<file path="src/dsvrp_pkg.sv">
// dsvrp_pkg: shared types and constants for the delimiter-separated row parser.
// Holds the result kinds, the parse modes and the special byte codes.
// No dependencies.
package dsvrp_pkg;

  localparam logic [7:0] BYTE_NL    = 8'd10;
  localparam logic [7:0] BYTE_QUOTE = 8'd34;
  localparam logic [7:0] BYTE_COMMA = 8'd44;

  localparam int unsigned MaxResults = 3;
  localparam int unsigned CntW       = $clog2(MaxResults + 1);

  typedef enum logic [1:0] {
    KIND_CHAR   = 2'd0,
    KIND_FIELD  = 2'd1,
    KIND_ROW    = 2'd2,
    KIND_STREAM = 2'd3
  } kind_e;

  typedef enum logic [1:0] {
    MODE_OUT        = 2'd0,
    MODE_IN         = 2'd1,
    MODE_QUOTE_SEEN = 2'd2,
    MODE_DONE       = 2'd3
  } mode_e;

  typedef struct packed {
    kind_e      kind;
    logic [7:0] ch;
  } result_t;

endpackage

</file>
<file path="src/dsv_row_parser.sv">
// dsv_row_parser: byte-serial parser for delimiter-separated text with quoting.
// Depends on dsvrp_pkg for result kinds, parse modes and byte codes.
//
// The block takes one text byte per transaction on the slave stream (tlast marks
// end of input; its data byte is ignored) and turns it into zero to three result
// transactions on the master stream: field characters, end of field, end of row
// and end of stream, tuser giving the kind. A quote outside quotes opens quoted
// mode; inside quotes the delimiter and newline are literal and a doubled quote
// yields one quote character; a quote followed by any other byte closes quoting
// and that byte is parsed as unquoted. A newline ends the row (an empty line gives
// a row with no fields). End of input closes a non-empty partial row, then sends
// end of stream; every later transaction is swallowed without results. A byte
// waits in the input register and is parsed on its way into the result buffer.
// The input side takes one byte per cycle as long as each byte yields at most one
// result and the master side is ready; the result buffer drains one result per
// cycle while tready is high, so a byte that yields two or three results (newline,
// end of input) holds the input side until its last result is being taken. While
// a result waits on the master side, the input register still takes one byte,
// then holds it and drops tready until the result buffer frees up. The delimiter
// register is written through the cfg channel, which is always ready; write it
// only while the block is idle. A delimiter of quote acts as comma.
module dsv_row_parser (
  input  logic       clk_i,
  input  logic       rst_ni,
  // Configuration: delimiter byte
  input  logic       cfg_valid_i,
  output logic       cfg_ready_o,
  input  logic [7:0] cfg_data_i,
  // Input stream
  input  logic       s_axis_tvalid_i,
  output logic       s_axis_tready_o,
  input  logic [7:0] s_axis_tdata_i,    // [7:0] data_byte
  input  logic       s_axis_tlast_i,    // end_of_input
  // Result stream
  output logic       m_axis_tvalid_o,
  input  logic       m_axis_tready_i,
  output logic [7:0] m_axis_tdata_o,    // [7:0] field_char
  output logic [1:0] m_axis_tuser_o,    // [1:0] kind
  output logic       m_axis_tlast_o     // last result of this input byte
);
  import dsvrp_pkg::*;

  // Configuration and parse state
  logic [7:0] delim_q;
  mode_e      mode_q, mode_d;
  logic       fhc_q, fhc_d;   // current field holds characters
  logic       rhf_q, rhf_d;   // current row has finished fields

  // Input register
  logic       in_valid_q, in_valid_d;
  logic [7:0] in_byte_q;
  logic       in_eoi_q;

  // Result buffer: entry 0 is presented on the master side
  result_t    res_q [MaxResults];
  result_t    res_d [MaxResults];
  logic [CntW-1:0] cnt_q, cnt_d;

  // Parser outputs
  result_t    par_res [MaxResults];
  logic [CntW-1:0] par_cnt;

  logic [7:0] sep;
  logic       s_accept, pop, buf_free, load;

  assign cfg_ready_o = 1'b1;

  always_ff @(posedge clk_i or negedge rst_ni) begin
    if (!rst_ni) begin
      delim_q <= BYTE_COMMA;
    end else if (cfg_valid_i && cfg_ready_o) begin
      delim_q <= cfg_data_i;
    end
  end

  // Handshake control
  assign pop             = m_axis_tvalid_o && m_axis_tready_i;
  assign buf_free        = (cnt_q == '0) || ((cnt_q == CntW'(1)) && m_axis_tready_i);
  assign load            = in_valid_q && buf_free;
  assign s_axis_tready_o = !in_valid_q || load;
  assign s_accept        = s_axis_tvalid_i && s_axis_tready_o;

  always_comb begin
    in_valid_d = in_valid_q;
    if (s_accept) begin
      in_valid_d = 1'b1;
    end else if (load) begin
      in_valid_d = 1'b0;
    end
  end

  always_ff @(posedge clk_i or negedge rst_ni) begin
    if (!rst_ni) begin
      in_valid_q <= 1'b0;
    end else begin
      in_valid_q <= in_valid_d;
    end
  end

  always_ff @(posedge clk_i) begin
    if (s_accept) begin
      in_byte_q <= s_axis_tdata_i;
      in_eoi_q  <= s_axis_tlast_i;
    end
  end

  // Parse one byte: results and next state
  assign sep = (delim_q == BYTE_QUOTE) ? BYTE_COMMA : delim_q;

  always_comb begin
    logic unquoted;
    logic used;
    unquoted = 1'b0;
    used     = fhc_q || rhf_q;
    mode_d   = mode_q;
    fhc_d    = fhc_q;
    rhf_d    = rhf_q;
    par_cnt  = '0;
    for (int i = 0; i < MaxResults; i++) begin
      par_res[i] = '{kind: KIND_CHAR, ch: 8'd0};
    end

    if (mode_q == MODE_DONE) begin
      par_cnt = '0;
    end else if (in_eoi_q) begin
      // Close a partial row, then end the stream
      if (used) begin
        par_res[0].kind = KIND_FIELD;
        par_res[1].kind = KIND_ROW;
        par_res[2].kind = KIND_STREAM;
        par_cnt         = CntW'(3);
      end else begin
        par_res[0].kind = KIND_STREAM;
        par_cnt         = CntW'(1);
      end
      mode_d = MODE_DONE;
      fhc_d  = 1'b0;
      rhf_d  = 1'b0;
    end else begin
      unique case (mode_q)
        MODE_IN: begin
          if (in_byte_q == BYTE_QUOTE) begin
            mode_d = MODE_QUOTE_SEEN;
          end else begin
            par_res[0] = '{kind: KIND_CHAR, ch: in_byte_q};
            par_cnt    = CntW'(1);
            fhc_d      = 1'b1;
          end
        end
        MODE_QUOTE_SEEN: begin
          if (in_byte_q == BYTE_QUOTE) begin
            // Doubled quote: literal quote, stay quoted
            par_res[0] = '{kind: KIND_CHAR, ch: BYTE_QUOTE};
            par_cnt    = CntW'(1);
            fhc_d      = 1'b1;
            mode_d     = MODE_IN;
          end else begin
            mode_d   = MODE_OUT;
            unquoted = 1'b1;
          end
        end
        default: begin
          unquoted = 1'b1;
        end
      endcase

      if (unquoted) begin
        if (in_byte_q == BYTE_NL) begin
          if (used) begin
            par_res[0].kind = KIND_FIELD;
            par_res[1].kind = KIND_ROW;
            par_cnt         = CntW'(2);
          end else begin
            par_res[0].kind = KIND_ROW;
            par_cnt         = CntW'(1);
          end
          fhc_d = 1'b0;
          rhf_d = 1'b0;
        end else if (in_byte_q == sep) begin
          par_res[0].kind = KIND_FIELD;
          par_cnt         = CntW'(1);
          rhf_d           = 1'b1;
          fhc_d           = 1'b0;
        end else if (in_byte_q == BYTE_QUOTE) begin
          mode_d = MODE_IN;
        end else begin
          par_res[0] = '{kind: KIND_CHAR, ch: in_byte_q};
          par_cnt    = CntW'(1);
          fhc_d      = 1'b1;
        end
      end
    end
  end

  // Advance parse state only when the byte moves into the result buffer
  always_ff @(posedge clk_i or negedge rst_ni) begin
    if (!rst_ni) begin
      mode_q <= MODE_OUT;
      fhc_q  <= 1'b0;
      rhf_q  <= 1'b0;
    end else if (load) begin
      mode_q <= mode_d;
      fhc_q  <= fhc_d;
      rhf_q  <= rhf_d;
    end
  end

  // Result buffer: shift out on pop, reload from the parser when free
  always_comb begin
    res_d = res_q;
    cnt_d = cnt_q;
    if (pop) begin
      for (int i = 0; i < MaxResults - 1; i++) begin
        res_d[i] = res_q[i+1];
      end
      cnt_d = cnt_q - CntW'(1);
    end
    if (load) begin
      res_d = par_res;
      cnt_d = par_cnt;
    end
  end

  always_ff @(posedge clk_i or negedge rst_ni) begin
    if (!rst_ni) begin
      cnt_q <= '0;
    end else begin
      cnt_q <= cnt_d;
    end
  end

  always_ff @(posedge clk_i) begin
    res_q <= res_d;
  end

  assign m_axis_tvalid_o = (cnt_q != '0);
  assign m_axis_tdata_o  = res_q[0].ch;
  assign m_axis_tuser_o  = res_q[0].kind;
  assign m_axis_tlast_o  = (cnt_q == CntW'(1));

  // Checks
  a_char_is_single : assert property (@(posedge clk_i) disable iff (!rst_ni)
    (m_axis_tvalid_o && (m_axis_tuser_o == KIND_CHAR)) |-> m_axis_tlast_o)
    else $error("field character not marked as last result of its byte");

  a_stream_is_last : assert property (@(posedge clk_i) disable iff (!rst_ni)
    (m_axis_tvalid_o && (m_axis_tuser_o == KIND_STREAM)) |-> m_axis_tlast_o)
    else $error("end of stream not marked as last result");

  a_done_sticks : assert property (@(posedge clk_i) disable iff (!rst_ni)
    (mode_q == MODE_DONE) |=> (mode_q == MODE_DONE))
    else $error("parser left the stream-ended mode");

  a_no_result_after_done : assert property (@(posedge clk_i) disable iff (!rst_ni)
    (load && (mode_q == MODE_DONE)) |=> (cnt_q == '0))
    else $error("results produced after end of stream");

  a_char_zero_kind : assert property (@(posedge clk_i) disable iff (!rst_ni)
    (m_axis_tvalid_o && (m_axis_tuser_o != KIND_CHAR)) |-> (m_axis_tdata_o == 8'd0))
    else $error("marker result carries nonzero character");

endmodule
</file>
<file path="config.mk">
export PLATFORM = sky130hd
export DESIGN_NAME = dsv_row_parser
export DESIGN_NICKNAME = d
export VERILOG_FILES = /design/src/dsvrp_pkg.sv /design/src/dsv_row_parser.sv
export SDC_FILE = /design/constraint.sdc
export NUM_CORES = 1
export LEC_CHECK = 0
export ABC_AREA = 1
export BUFFER_PORTS_ARGS = -buffer_cell sky130_fd_sc_hd__buf_2
export CAP_MARGIN = 40
export CORE_MARGIN = 2
export CORE_UTILIZATION = 35
export DETAILED_ROUTE_END_ITERATION = 10
export HOLD_SLACK_MARGIN = 0.15
export SLEW_MARGIN = 20
export SYNTH_ARGS = -nofsm -noshare
export SYNTH_HDL_FRONTEND = slang
export SYNTH_SLANG_ARGS = --single-unit
</file>
<file path="constraint.sdc">
create_clock -name clk_i -period 1.6 [get_ports clk_i]
set_input_delay 0.16 -clock clk_i [delete_from_list [all_inputs] [get_ports clk_i]]
set_output_delay 0.16 -clock clk_i [all_outputs]
set_load 0.05 [all_outputs]
</file>
# ---- After elaboration in Yosys (flattened, before gate mapping)
# Index checks and enable logic that the tools add are counted.
dict set report word_totals {
  reg_bits 38
  word_cells 101
  inputBits 22
  output_inout_bits 14
}
dict set report op_classes {
  n_mux 61
  eq_ne 8
  bitwise 2
  n_addsub 1
  reduce_logical 17
}
# operator n
set ops {}
lappend ops {{$mux 2} 27}
lappend ops {{$mux 8} 5}
lappend ops {{$mux 30} 1}
lappend ops {{$mux 12} 2}
lappend ops {{$mux 20} 1}
lappend ops {{$mux 1} 18}
lappend ops {{$eq 8x6->1 const B} 2}
lappend ops {{$pmux 8 s2} 1}
lappend ops {{$mux 10} 1}
lappend ops {{$eq 8x4->1 const B} 1}
lappend ops {{$eq 8x8->1} 1}
lappend ops {{$reduce_bool 2->1} 4}
lappend ops {{$mux 6} 1}
lappend ops {{$pmux 1 s2} 3}
lappend ops {{$eq 2x1->1 const B} 2}
lappend ops {{$eq 2x2->1 const B} 2}
lappend ops {{$logic_and 1x1->1} 4}
lappend ops {{$pmux 2 s2} 1}
lappend ops {{$reduce_and 4->1} 1}
lappend ops {{$logic_or 1x1->1} 3}
lappend ops {{$reduce_bool 3->1} 1}
lappend ops {{$logic_not 2->1} 1}
lappend ops {{$not 1->1} 2}
lappend ops {{$reduce_and 2->1} 1}
lappend ops {{other kinds (3)} 3}

# ---- Logic depth before layout (Yosys ltp)
# Gate-level depths: netlist of the first run.
dict set report logic_depth {
  ltp_word 10
  depth_mapped 13
  ltp_nobuf 13
}

# ---- Worst setup path after synthesis of the first run
# OpenSTA, ideal clock, no wires.
dict set report synth_timing {
  kind {register to register}
  start {reg cnt_q[1]}
  end {reg in_byte_q[0] (enable)}
  slack_ps -538
  setup_time_ps 329
  path_stages_with_launch 7
  arrival_ps 1809
  cell_sequence {dfrtp_1 > inv_1 > ha_1 > a21oi_2 > nand2_1 > nand2_1 > inv_1}
}
dict set report synth_via {
  elab_chain_len 6
  word_cells_on_any_way 7
}
# item line
set synth_rtl {}
lappend synth_rtl {{from (decl)} dsv_row_parser.sv:57} ;# logic [CntW-1:0] cnt_q, cnt_d;
lappend synth_rtl {{from (signal assigned)} dsv_row_parser.sv:228} ;# cnt_q <= cnt_d;
lappend synth_rtl {{$eq 2x1->1} n/a}
lappend synth_rtl {{named net m_axis_tlast_o} dsv_row_parser.sv:39} ;# output logic m_axis_tlast_o
lappend synth_rtl {{$logic_and 1x1->1} dsv_row_parser.sv:78} ;# assign buf_free = (cnt_q == '0) || ((cnt_q == CntW'(1)) && m_axis_tready_i);
lappend synth_rtl {{$logic_or 1x1->1} dsv_row_parser.sv:78}
lappend synth_rtl {{$logic_and 1x1->1} dsv_row_parser.sv:79} ;# assign load = in_valid_q && buf_free;
lappend synth_rtl {{$logic_or 1x1->1} dsv_row_parser.sv:80} ;# assign s_axis_tready_o = !in_valid_q || load;
lappend synth_rtl {{named net s_axis_tready_o} dsv_row_parser.sv:31} ;# output logic s_axis_tready_o,
lappend synth_rtl {{$logic_and 1x1->1} dsv_row_parser.sv:81} ;# assign s_accept = s_axis_tvalid_i && s_axis_tready_o;
lappend synth_rtl {{to (signal assigned)} dsv_row_parser.sv:102} ;# in_byte_q <= s_axis_tdata_i;
lappend synth_rtl {{to (decl)} dsv_row_parser.sv:51} ;# logic [7:0] in_byte_q;
# The timed path passes the listed nets, and every way through them passes these cells.
# A chain may end at the register's enable or synchronous reset.

# ---- Worst setup path in the final report of the first run
dict set report layout_timing {
  start {reg delim_q[5]}
  end {reg res_q (netlist bit m_axis_tdata_o[2]) (data pin)}
}
dict set report layout_via {
  elab_chain_len 9
}
# item line
set layout_rtl {}
lappend layout_rtl {{from (decl)} dsv_row_parser.sv:44} ;# logic [7:0] delim_q;
lappend layout_rtl {{from (signal assigned)} dsv_row_parser.sv:72} ;# delim_q <= cfg_data_i;
lappend layout_rtl {{$eq 8x6->1} dsv_row_parser.sv:108} ;# assign sep = (delim_q == BYTE_QUOTE) ? BYTE_COMMA : delim_q;
lappend layout_rtl {{$mux 8 *} dsv_row_parser.sv:108}
lappend layout_rtl {{$eq 8x8->1 *} dsv_row_parser.sv:179} ;# end else if (in_byte_q == sep) begin
lappend layout_rtl {{$mux 8 *} dsv_row_parser.sv:179}
lappend layout_rtl {{$mux 8 *} dsv_row_parser.sv:168} ;# if (in_byte_q == BYTE_NL) begin
lappend layout_rtl {{$mux 12 *} dsv_row_parser.sv:167} ;# if (unquoted) begin
lappend layout_rtl {{$mux 8 *} dsv_row_parser.sv:125} ;# end else if (in_eoi_q) begin
lappend layout_rtl {{$mux 12 *} dsv_row_parser.sv:123} ;# if (mode_q == MODE_DONE) begin
lappend layout_rtl {{$mux 30 *} dsv_row_parser.sv:218} ;# if (load) begin
lappend layout_rtl {{to (signal assigned)} dsv_row_parser.sv:233} ;# res_q <= res_d;
lappend layout_rtl {{to (decl)} dsv_row_parser.sv:55} ;# result_t res_q [MaxResults];
# Every way passes the cells marked *; elsewhere a longest branch is shown, timed or not.

==> run_results.csv, run 1 <==
group,metric,value,unit
yosys,synth_top_cell_area_share,33.2,%
yosys,ys_types,30,
run_status,violations,"setup timing",
yosys,synth_compound_area_share,7.62,%
clock_network,path_clk_slew,0.08,ns
global_routing,antenna_found_initial,0,
timing,setup_viol,11,
timing,fin_crit_sh,109,%
detailed_routing,routed_wl,4.73,mm
setup_path,cp_top_family,"simple AND/OR/NAND/NOR gates",
global_routing,grt.total_usage,15.1,%
floorplan,fp.dieH,79.3,um
yosys,yosysTopAreaCell,"edfxtp_1",
pwr,ir_drop,865,uV
global_routing,grt_pass1_wl,7.33,mm
detailed_routing,viasPerCell,4.46,
clock_network,clockBufferDepth,2,
placed_design,port-buffer-count,34,
layout,syn_to_final_growth,59.3,%
yosys,synth.most_common_cell,"nand2_1",
timing,fin_skew,0.00609,ns
min_path,hold_path_class,"input pin to flip-flop",
global_routing,grt_pass1_vias,1618,
detailed_routing,remaining_drc_errors,0,
layout,antennaDiodeCount,0,
setup_path,critical_path_arrival,1.79,ns
yosys,synth_top_family_by_area,"simple AND/OR/NAND/NOR gates",
detailed_routing,vias,1768,
setup_path,required,1.65,ns
yosys,synth.mux.area_fraction,0.567,%
floorplan,io_pins,36,
yosys,synth_flop_cell,"edfxtp_1",
setup_path,reg2reg_depth,10,
setup_path,worstSetupPathType,"flip-flop to flip-flop",
floorplan,design.core.area,0.00551,mm2
yosys,yosys.area_share.simple,24.1,%
floorplan,die_area,0.00630,mm2
clock_network,htreeDepth,2,
yosys,seq_area_frac_synth,52.3,%
placed_design,place_ws,-0.0719,ns
yosys,ys_top_cells_by_count,"nand2_1, inv_1, edfxtp_1",
placed_design,gp_congestion,0.862,
setup_path,path_cells,"nand2_2 -> nor2_4 -> nand2_4 -> nand3_2 -> nand2_2 -> nor2_4 -> nand2_4 -> nand2_2 -> nand2_2 -> and3_1",
run_status,status,"finished with violations",
layout,fin_nets,350,
yosys,synth-edff-count,22,
clock_network,cts-buffers-inserted,5,
setup_path,crit_end,"m_axis_tdata_o[2]",
setup_path,reg2reg_slack,-0.14,ns
yosys,syn_avg_cell_area,8.83,um2
timing,period_needed,1.74,ns
yosys,synth_seq_cells,37,
clock_network,tritoncts,"done",
layout,final_core_util,57.5,%
layout,drive_gt1_share,53.1,%
clock_network,cts-root-buf,"clkbuf_8",
timing,max_freq,0.574,GHz
timing,final_max_slew_viol_count,0,
setup_path,r2r_end,"m_axis_tdata_o[2]",
setup_path,worstPathMaxFanout,6,
yosys,synth-xor-area-share,1.32,%
detailed_routing,drtAntennaViolNets,0,
detailed_routing,wl_per_cell,12.0,um
timing,finalHoldViolCount,0,
setup_path,r2r_start,"delim_q[5]",
setup_path,endpoint_kind,"flip-flop",
yosys,async_flop_share,40.5,%
pwr,leakagePower,1.49,nW
timing,rsz0062_at_grt,"yes",
yosys,syn-num-nets,252,
detailed_routing,drt_iter0_markers,67,
floorplan,die_w,79.3,um
yosys,synthTopCellsByArea,"edfxtp_1, dfrtp_1, nand2_1",
detailed_routing,drtPass1Iterations,4,
setup_path,cp_common_cell,"nand2_2",
yosys,synthesis.area,0.00199,mm2
setup_path,crit_path_start,"delim_q[5]",
setup_path,path_buf_inv,0,
setup_path,startpoint_type,"flip-flop",
setup_path,slowest_stage,"dfstp_2",
yosys,yosys.area_share.adder,3.15,%
floorplan,rows,27,
global_routing,gr-total-overflow,0,
pwr,powerDensity,1670,mW/mm2
job,maxCapViolations,0,
yosys,yosysWarningCount,0,
floorplan,start_util,36.1,%
yosys,syn-instance-count,225,
setup_path,slowest_delay,0.56,ns
setup_path,path_depth,10,
timing,setup_slack,-0.142,ns
placed_design,place_hpwl,3.13,mm
global_routing,grt_max_degree,16,
clock_network,clk_latency,0.29,ns
clock_network,cts.sinks,37,
-- where the power goes --
part	internal, W	total [W]	leakage (nW)	switching, W
combinational	0.00120	0.00290	1.04	0.00169
clock	0.000466	0.000819	0.0543	0.000353
sequential	0.00139	0.00158	0.393	0.000184
-- stage by stage --
| stage | hold slack (ns) | TNS [ns] | instances | instance area, um2 | power (W) |
|---|---|---|---|---|---|
| final | 0.196 | -1.00 | 396 | 3170 | 0.00530 |
| after global routing | 0.210 | -2.90 | 396 | 3170 | 0.00562 |
| after CTS | 0.194 | -0.699 | 389 | 2870 | 0.00494 |
| after detailed placement | 0.0970 | -0.584 | 353 | 2460 | 0.00384 |
| after global placement | 0.103 | -0.310 | 353 | 2460 | 0.00382 |
| after floorplan | -0.136 | -0.579 | 225 | 2020 | 0.00317 |
-- placed cells by master (no fill, tap or decap), drive strengths merged --
| master | instances |
|---|---|
| mux2 | 1 |
| clkbuf | 5 |
| edfxtp | 22 |
| conb | 1 |
| inv | 34 |
| nand2 | 63 |
| a22oi | 1 |
| nand4 | 1 |
| bufinv | 1 |
| and3 | 4 |
| dfstp | 3 |
| o21ai | 13 |
| ha | 5 |
| a21boi | 1 |
| a31oi | 1 |
| clkinv | 1 |
| nor3 | 3 |
| buf | 84 |
| nor2 | 26 |
| clkinvlp | 1 |
| a21oi | 10 |
| dfrtp | 12 |
| nand3 | 9 |
| dlygate4sd3 | 19 |
| xnor2 | 3 |
-- worst min-delay path by stage --
stage | from | end | slack (ns) | depth (start not counted)
finish | cfg_valid_i | delim_q[3] | 0.20 | 3
floorplan | rst_ni | cnt_q[0] | -0.14 | 0
detailed placement | rst_ni | in_valid_q | 0.1 | 1
CTS | cfg_valid_i | delim_q[5] | 0.19 | 3
global route | cfg_valid_i | delim_q[5] | 0.21 | 3
global placement | rst_ni | in_valid_q | 0.10 | 1
-- flip-flops by register name, summed over array words and instances, names as in the netlist --
signal	count
m_axis_tdata_o	8
fhc_q	1
res_q	3
delim_q	8
mode_q	2
m_axis_tuser_o	2
in_byte_q	8
in_eoi_q	1
rhf_q	1
cnt_q	2
in_valid_q	1
-- cells by family (layout without fill, tap and decap cells) --
| logic type | Yosys count | after routing |
|---|---|---|
| and+or+nand+nor | 106 | 106 |
| muxes | 1 | 1 |
| AOI/OAI and AO/OA | 26 | 26 |
| adders and majority gates | 5 | 5 |
| xor gates and xnor gates | 3 | 3 |
| buffers and inverters | 46 | 145 |
| DFF | 37 | 37 |
| other | 1 | 1 |
-- tightest hold or removal path, delay by kind of cell --
kind | cells | cell delay, ns
buffers and inverters | 1 | 0.18
and+or+nand+nor | 1 | 0.08
AOI/OAI and AO/OA | 1 | 0.07
-- area by class of cell --
class	count	area [um2]
clock inverters	3	46.3
repair buffers	103	782
inverters	34	135
well taps	72	90.1
multi-input cells	142	1000
flip-flops and latches	37	1040
fillers	458	2340
clock buffers	5	68.8
-- metal layers --
metal | up-vias | part of all wire (%) | track usage (%)
met5 | - | 0 | 0
met4 | 0 | 1.2 | 4.14
met3 | 6 | 3.8 | 3.41
met2 | 38 | 49 | 24.7
met1 | 819 | 46 | 20.3
li1 | 905 | - | -
-- timing repair --
item,in CTS,in global routing
hold buffers,19,0
resized for setup,12,60
hold endpoints to repair,33,0
pin swaps,7,16
setup endpoints to repair,15,30
setup buffers,9,7
Note: power is estimated with default switching activity, not from simulation.
==> inputs of run 2 (changes only) <==
- CORE_ASPECT_RATIO: unset -> 1.1
==> run 2 against run 1 <==
  * Clock-buffer cell count is the same
  * Global-route usage increased by 0.36 points
  * Core utilization shrank 1.9 points
  * Total power shrank 4.7%
  * Sequential power barely moved
  * Register-to-register slack got worse by 0.04 ns
  * Largest cell class unchanged
  * Critical path type unchanged
  * Highest routed layer unchanged
  * Setup slack got worse by 0.038 ns
  * Final cell count shrank 0.76%
  * Wire length decreased by 2.4%
  * Via count decreased by 1.1%
  * The run still ends with setup timing left
  * Clock skew fell by 0.0015 ns
  * Sequential cell count is the same
  * Critical endpoint unchanged
==> run_results.csv, run 2 (synthesized netlist as in run 1, its figures left out) <==
group,metric,value,unit
floorplan,design.core.area,0.00543,mm2
placed_design,place_ws,-0.130,ns
clock_network,htreeDepth,2,
setup_path,worstSetupPathType,"flip-flop to flip-flop",
min_path,hold_path_class,"input pin to flip-flop",
placed_design,gp_congestion,0.856,
clock_network,cts.sinks,37,
floorplan,die_w,75.8,um
timing,final_max_slew_viol_count,0,
detailed_routing,wl_per_cell,11.8,um
timing,period_needed,1.78,ns
layout,fillers,481,
setup_path,reg2reg_depth,12,
detailed_routing,viasPerCell,4.45,
pwr,powerDensity,1670,mW/mm2
floorplan,io_pins,36,
clock_network,cts-root-buf,"clkbuf_8",
setup_path,reg2reg_slack,-0.18,ns
layout,final_cell_mix,"nand2_1, buf_4, buf_2",
detailed_routing,routed_wl,4.62,mm
timing,fin_crit_sh,111,%
clock_network,path_clk_slew,0.07,ns
pwr,leakagePower,1.43,nW
layout,final_cells,393,
pwr,ir_drop,1430,uV
detailed_routing,remaining_drc_errors,0,
setup_path,worstPathMaxFanout,6,
min_path,min_to,"delim_q[2]",
detailed_routing,drt_iter0_markers,95,
placed_design,place_hpwl,3.04,mm
run_status,status,"finished with violations",
timing,finalHoldViolCount,0,
floorplan,start_util,36.6,%
global_routing,grt_pass1_wl,7.48,mm
clock_network,cts-buffers-inserted,5,
layout,fin_nets,344,
global_routing,grt_pass1_vias,1721,
detailed_routing,drtPass1Iterations,4,
timing,rsz0062_at_grt,"yes",
placed_design,dp.cells,352,
setup_path,endpoint_kind,"flip-flop",
setup_path,r2r_start,"delim_q[3]",
setup_path,required,1.65,ns
clock_network,clk_latency,0.29,ns
floorplan,rows,28,
placed_design,port-buffer-count,34,
timing,hold_ws,0.215,ns
setup_path,startpoint_type,"flip-flop",
clock_network,tritoncts,"done",
setup_path,r2r_end,"m_axis_tdata_o[2]",
run_status,violations,"setup timing",
job,maxCapViolations,0,
layout,antennaDiodeCount,0,
timing,fin_skew,0.00463,ns
layout,drive_gt1_share,47.8,%
detailed_routing,drtAntennaViolNets,0,
min_path,min_path_cells,3,
min_path,hold_path.startpoint,"cfg_valid_i",
floorplan,fp.dieH,83.0,um
setup_path,crit_path_start,"delim_q[3]",
clock_network,clockBufferDepth,2,
timing,max_freq,0.562,GHz
layout,syn_to_final_growth,52.0,%
global_routing,antenna_found_initial,0,
timing,setup_viol,14,
global_routing,grt_max_degree,16,
global_routing,grt.total_usage,15.5,%
setup_path,critical_path_arrival,1.83,ns
global_routing,gr-total-overflow,0,
floorplan,die_area,0.00630,mm2
detailed_routing,vias,1748,
layout,final_common_cell,"nand2_1",
timing,setup_slack,-0.180,ns
==> run 2: cell count changes in the layout (fill, tap and decap cells not counted), sizes merged <==
cell  previous run  this run
buf             84        78
==> run 2: cell type report <==
| class | count | area, um2 | share of cell area (%) |
|---|---|---|---|
| Clock buffer | 5 | 68.8 | 2.28 |
| Clock inverter | 3 | 41.3 | 1.37 |
| Inverter | 34 | 133 | 4.39 |
| Multi-Input combinational cell | 142 | 926 | 30.7 |
| Sequential cell | 37 | 1040 | 34.5 |
| Tap cell | 75 | 93.8 | 3.11 |
| Timing Repair Buffer | 97 | 717 | 23.7 |
==> run 2: where the power goes <==
| group | total, W | internal, W | switching [W] |
|---|---|---|---|
| Sequential | 0.00158 | 0.00140 | 0.000177 |
| Clock | 0.000795 | 0.000459 | 0.000336 |
| Combinational | 0.00268 | 0.00108 | 0.00160 |
==> run 2: timing repair <==
item / 4_1_cts / 5_1_grt
setup buffers: 10 / 4
setup endpoints to repair: 36 / 40
pin swaps: 6 / 15
hold endpoints to repair: 33 / 0
resized for setup: 17 / 35
hold buffers: 19 / 0
==> run 2: through the flow <==
stage	utilization [%]	area, um2	total power (W)	setup TNS, ns
2_1_floorplan	-	2020	0.00317	-0.579
3_3_place_gp	44.8	2430	0.00374	-0.909
3_5_place_dp	44.8	2430	0.00377	-1.85
4_1_cts	52.7	2860	0.00486	-1.07
5_1_grt	55.6	3020	0.00536	-3.06
6_report	55.6	3020	0.00505	-1.60
==> run 2: critical path, stage by stage, from the launching register on <==
cell and delay (ns):
dfstp_2 0.53, inv_2 0.04, nand2_2 0.06, nor2_2 0.04, nand2_2 0.13, nand2_1 0.08
nand2_1 0.07, nand2_2 0.07, nor2_4 0.15, nand2_4 0.09, nand2_4 0.09, nand2_4 0.06
and3_4 0.14
==> run 2: metal layers <==
metal	routed length [um]	vias to the layer above	track usage, %
li1	-	892	-
met1	2100	792	19.8
met2	2210	53	24.5
met3	184	11	3.28
met4	122	0	7.18
met5	0	-	0
==> run 2: how the worst max path moves through the flow <==
stage,cells past startpoint,endpoint
after floorplan,6,in_byte_q[0]
after global placement,10,m_axis_tdata_o[7]
after detailed placement,10,m_axis_tdata_o[2]
after CTS,10,m_axis_tdata_o[2]
after global routing,10,m_axis_tdata_o[2]
final,12,m_axis_tdata_o[2]
==> inputs of run 3 (changes only) <==
- clock period: 1.6 -> 1.7 ns (I/O delays scaled with it)
==> run 3 against run 2 <==
  * The flow still finishes with violations (setup timing)
  * Sequential cell count stayed put
  * Sequential power is 6% lower
  * Hold slack better by 0.0071 ns
  * Clock skew is 0.00057 ns lower
  * Global-route usage is 2.0 points lower
  * Critical path depth stayed put
  * Highest routed layer unchanged
==> run_results.csv, run 3 (synthesized netlist as in run 1, its figures left out) <==
group,metric,value,unit
global_routing,grt_max_degree,16,
clock_network,path_clk_slew,0.07,ns
timing,period_needed,1.78,ns
floorplan,die_area,0.00630,mm2
timing,fin_skew,0.00405,ns
floorplan,rows,28,
pwr,ir_drop,707,uV
setup_path,worstSetupPathType,"flip-flop to flip-flop",
clock_network,cts-root-buf,"clkbuf_8",
global_routing,grt_pass1_vias,1480,
setup_path,critical_path_arrival,1.82,ns
timing,setup_slack,-0.0753,ns
timing,finalHoldViolCount,0,
layout,antennaDiodeCount,0,
job,maxCapViolations,0,
pwr,powerDensity,1570,mW/mm2
clock_network,clk_latency,0.28,ns
clock_network,cts-buffers-inserted,5,
clock_network,clockBufferDepth,2,
layout,final_cells,370,
global_routing,grt.total_usage,13.5,%
detailed_routing,drtAntennaViolNets,0,
detailed_routing,routed_wl,4.22,mm
run_status,violations,"setup timing",
min_path,hold_path_class,"input pin to flip-flop",
timing,setup_viol,9,
layout,final_common_cell,"nand2_1",
clock_network,tritoncts,"done",
placed_design,port-buffer-count,34,
setup_path,startpoint_type,"flip-flop",
detailed_routing,drtPass1Iterations,4,
layout,drive_gt1_share,41.7,%
global_routing,antenna_found_initial,0,
layout,fin_nets,321,
global_routing,gr-total-overflow,0,
setup_path,path_cells,"inv_2 -> nand2_2 -> nor2_2 -> nand2_2 -> nand2_1 -> nand2_1 -> nand2_2 -> nor2_4 -> nand2_4 -> nand2_2 -> nand2_2 -> and3_1",
placed_design,dp.cells,338,
floorplan,fp.dieH,83.0,um
global_routing,grt_pass1_wl,6.60,mm
clock_network,htreeDepth,2,
detailed_routing,remaining_drc_errors,0,
pwr,leakagePower,1.31,nW
detailed_routing,vias,1647,
clock_network,cts.sinks,37,
setup_path,slowest_stage,"dfstp_2",
setup_path,cp_common_cell,"nand2_2",
timing,final_max_slew_viol_count,0,
setup_path,endpoint_kind,"flip-flop",
timing,fin_crit_sh,104,%
placed_design,place_hpwl,2.95,mm
setup_path,slowest_delay,0.52,ns
floorplan,start_util,36.6,%
layout,final_cell_mix,"nand2_1, buf_2, edfxtp_1",
detailed_routing,wl_per_cell,11.4,um
timing,max_freq,0.563,GHz
detailed_routing,viasPerCell,4.45,
placed_design,gp_congestion,0.848,
setup_path,required,1.74,ns
layout,syn_to_final_growth,42.6,%
detailed_routing,drt_iter0_markers,52,
layout,fillers,484,
placed_design,place_ws,-0.0135,ns
timing,rsz0062_at_grt,"yes",
floorplan,io_pins,36,
setup_path,worstPathMaxFanout,6,
run_status,status,"finished with violations",
floorplan,die_w,75.8,um
floorplan,design.core.area,0.00543,mm2
run 3: changes by cell type in the layout (fill, tap and decap cells not counted), sizes merged:
cell	before	now
buf	78	55
clkbuf	5	6
clkinvlp	1	0
run 3: final timing paths:
check	start	endpoint	slack (ns)	cells past startpoint
max reg2reg	delim_q[2]	m_axis_tdata_o[6]	-0.08	12
min	cfg_valid_i	delim_q[5]	0.22	3
min in group asynchronous	rst_ni	delim_q[0]	0.33	2
min reg2reg	fhc_q	fhc_q	0.51	2
max	delim_q[2]	m_axis_tdata_o[6]	-0.08	12
max in group asynchronous	rst_ni	delim_q[3]	1.06	2
run 3: routing by layer:
layer	routed length [um]	track usage, %
met2	1960	20.5
met5	0	0
met1	1950	18.4
met4	94	4.31
met3	216	3.88
run 3: timing repair:
item / CTS / global route
pin swaps: 3 / 16
hold buffers: 19 / 0
resized for setup: 5 / 46
buffers inserted: 1 / 4
hold endpoints to repair: 33 / 0
setup endpoints to repair: 18 / 29
run 3: stage by stage:
stage	TNS [ns]	total power, W	hold slack [ns]	util, %	cell area (um2)
2_1_floorplan	0	0.00295	-0.126	-	2000
3_3_place_gp	0	0.00336	0.104	42.6	2310
3_5_place_dp	-0.0403	0.00338	0.118	42.6	2310
4_1_cts	0	0.00422	0.220	48.5	2640
5_1_grt	-1.45	0.00472	0.239	52.2	2830
6_report	-0.520	0.00445	0.222	52.2	2830
run 3: layout make-up:
type | count | area, um2 | share of cell area [%]
inverter | 34 | 133 | 4.68
timing repair buffer | 74 | 552 | 19.5
clock buffer | 6 | 72.6 | 2.56
clock inverter | 2 | 33.8 | 1.19
multi-input combinational | 142 | 908 | 32.1
sequential | 37 | 1040 | 36.7
tap | 75 | 93.8 | 3.31
run 3: critical path: cells and delay by family, from the launching register on:
kind | cells | cell delay, ns
buf+inv | 1 | 0.04
simple gates | 11 | 0.97
flops | 1 | 0.52
run 3: where the power goes:
part / switching [W] / internal (W) / leakage [nW]
Sequential: 0.000170 / 0.00131 / 0.393
Combinational: 0.00142 / 0.000816 / 0.863
Clock: 0.000295 / 0.000433 / 0.0528
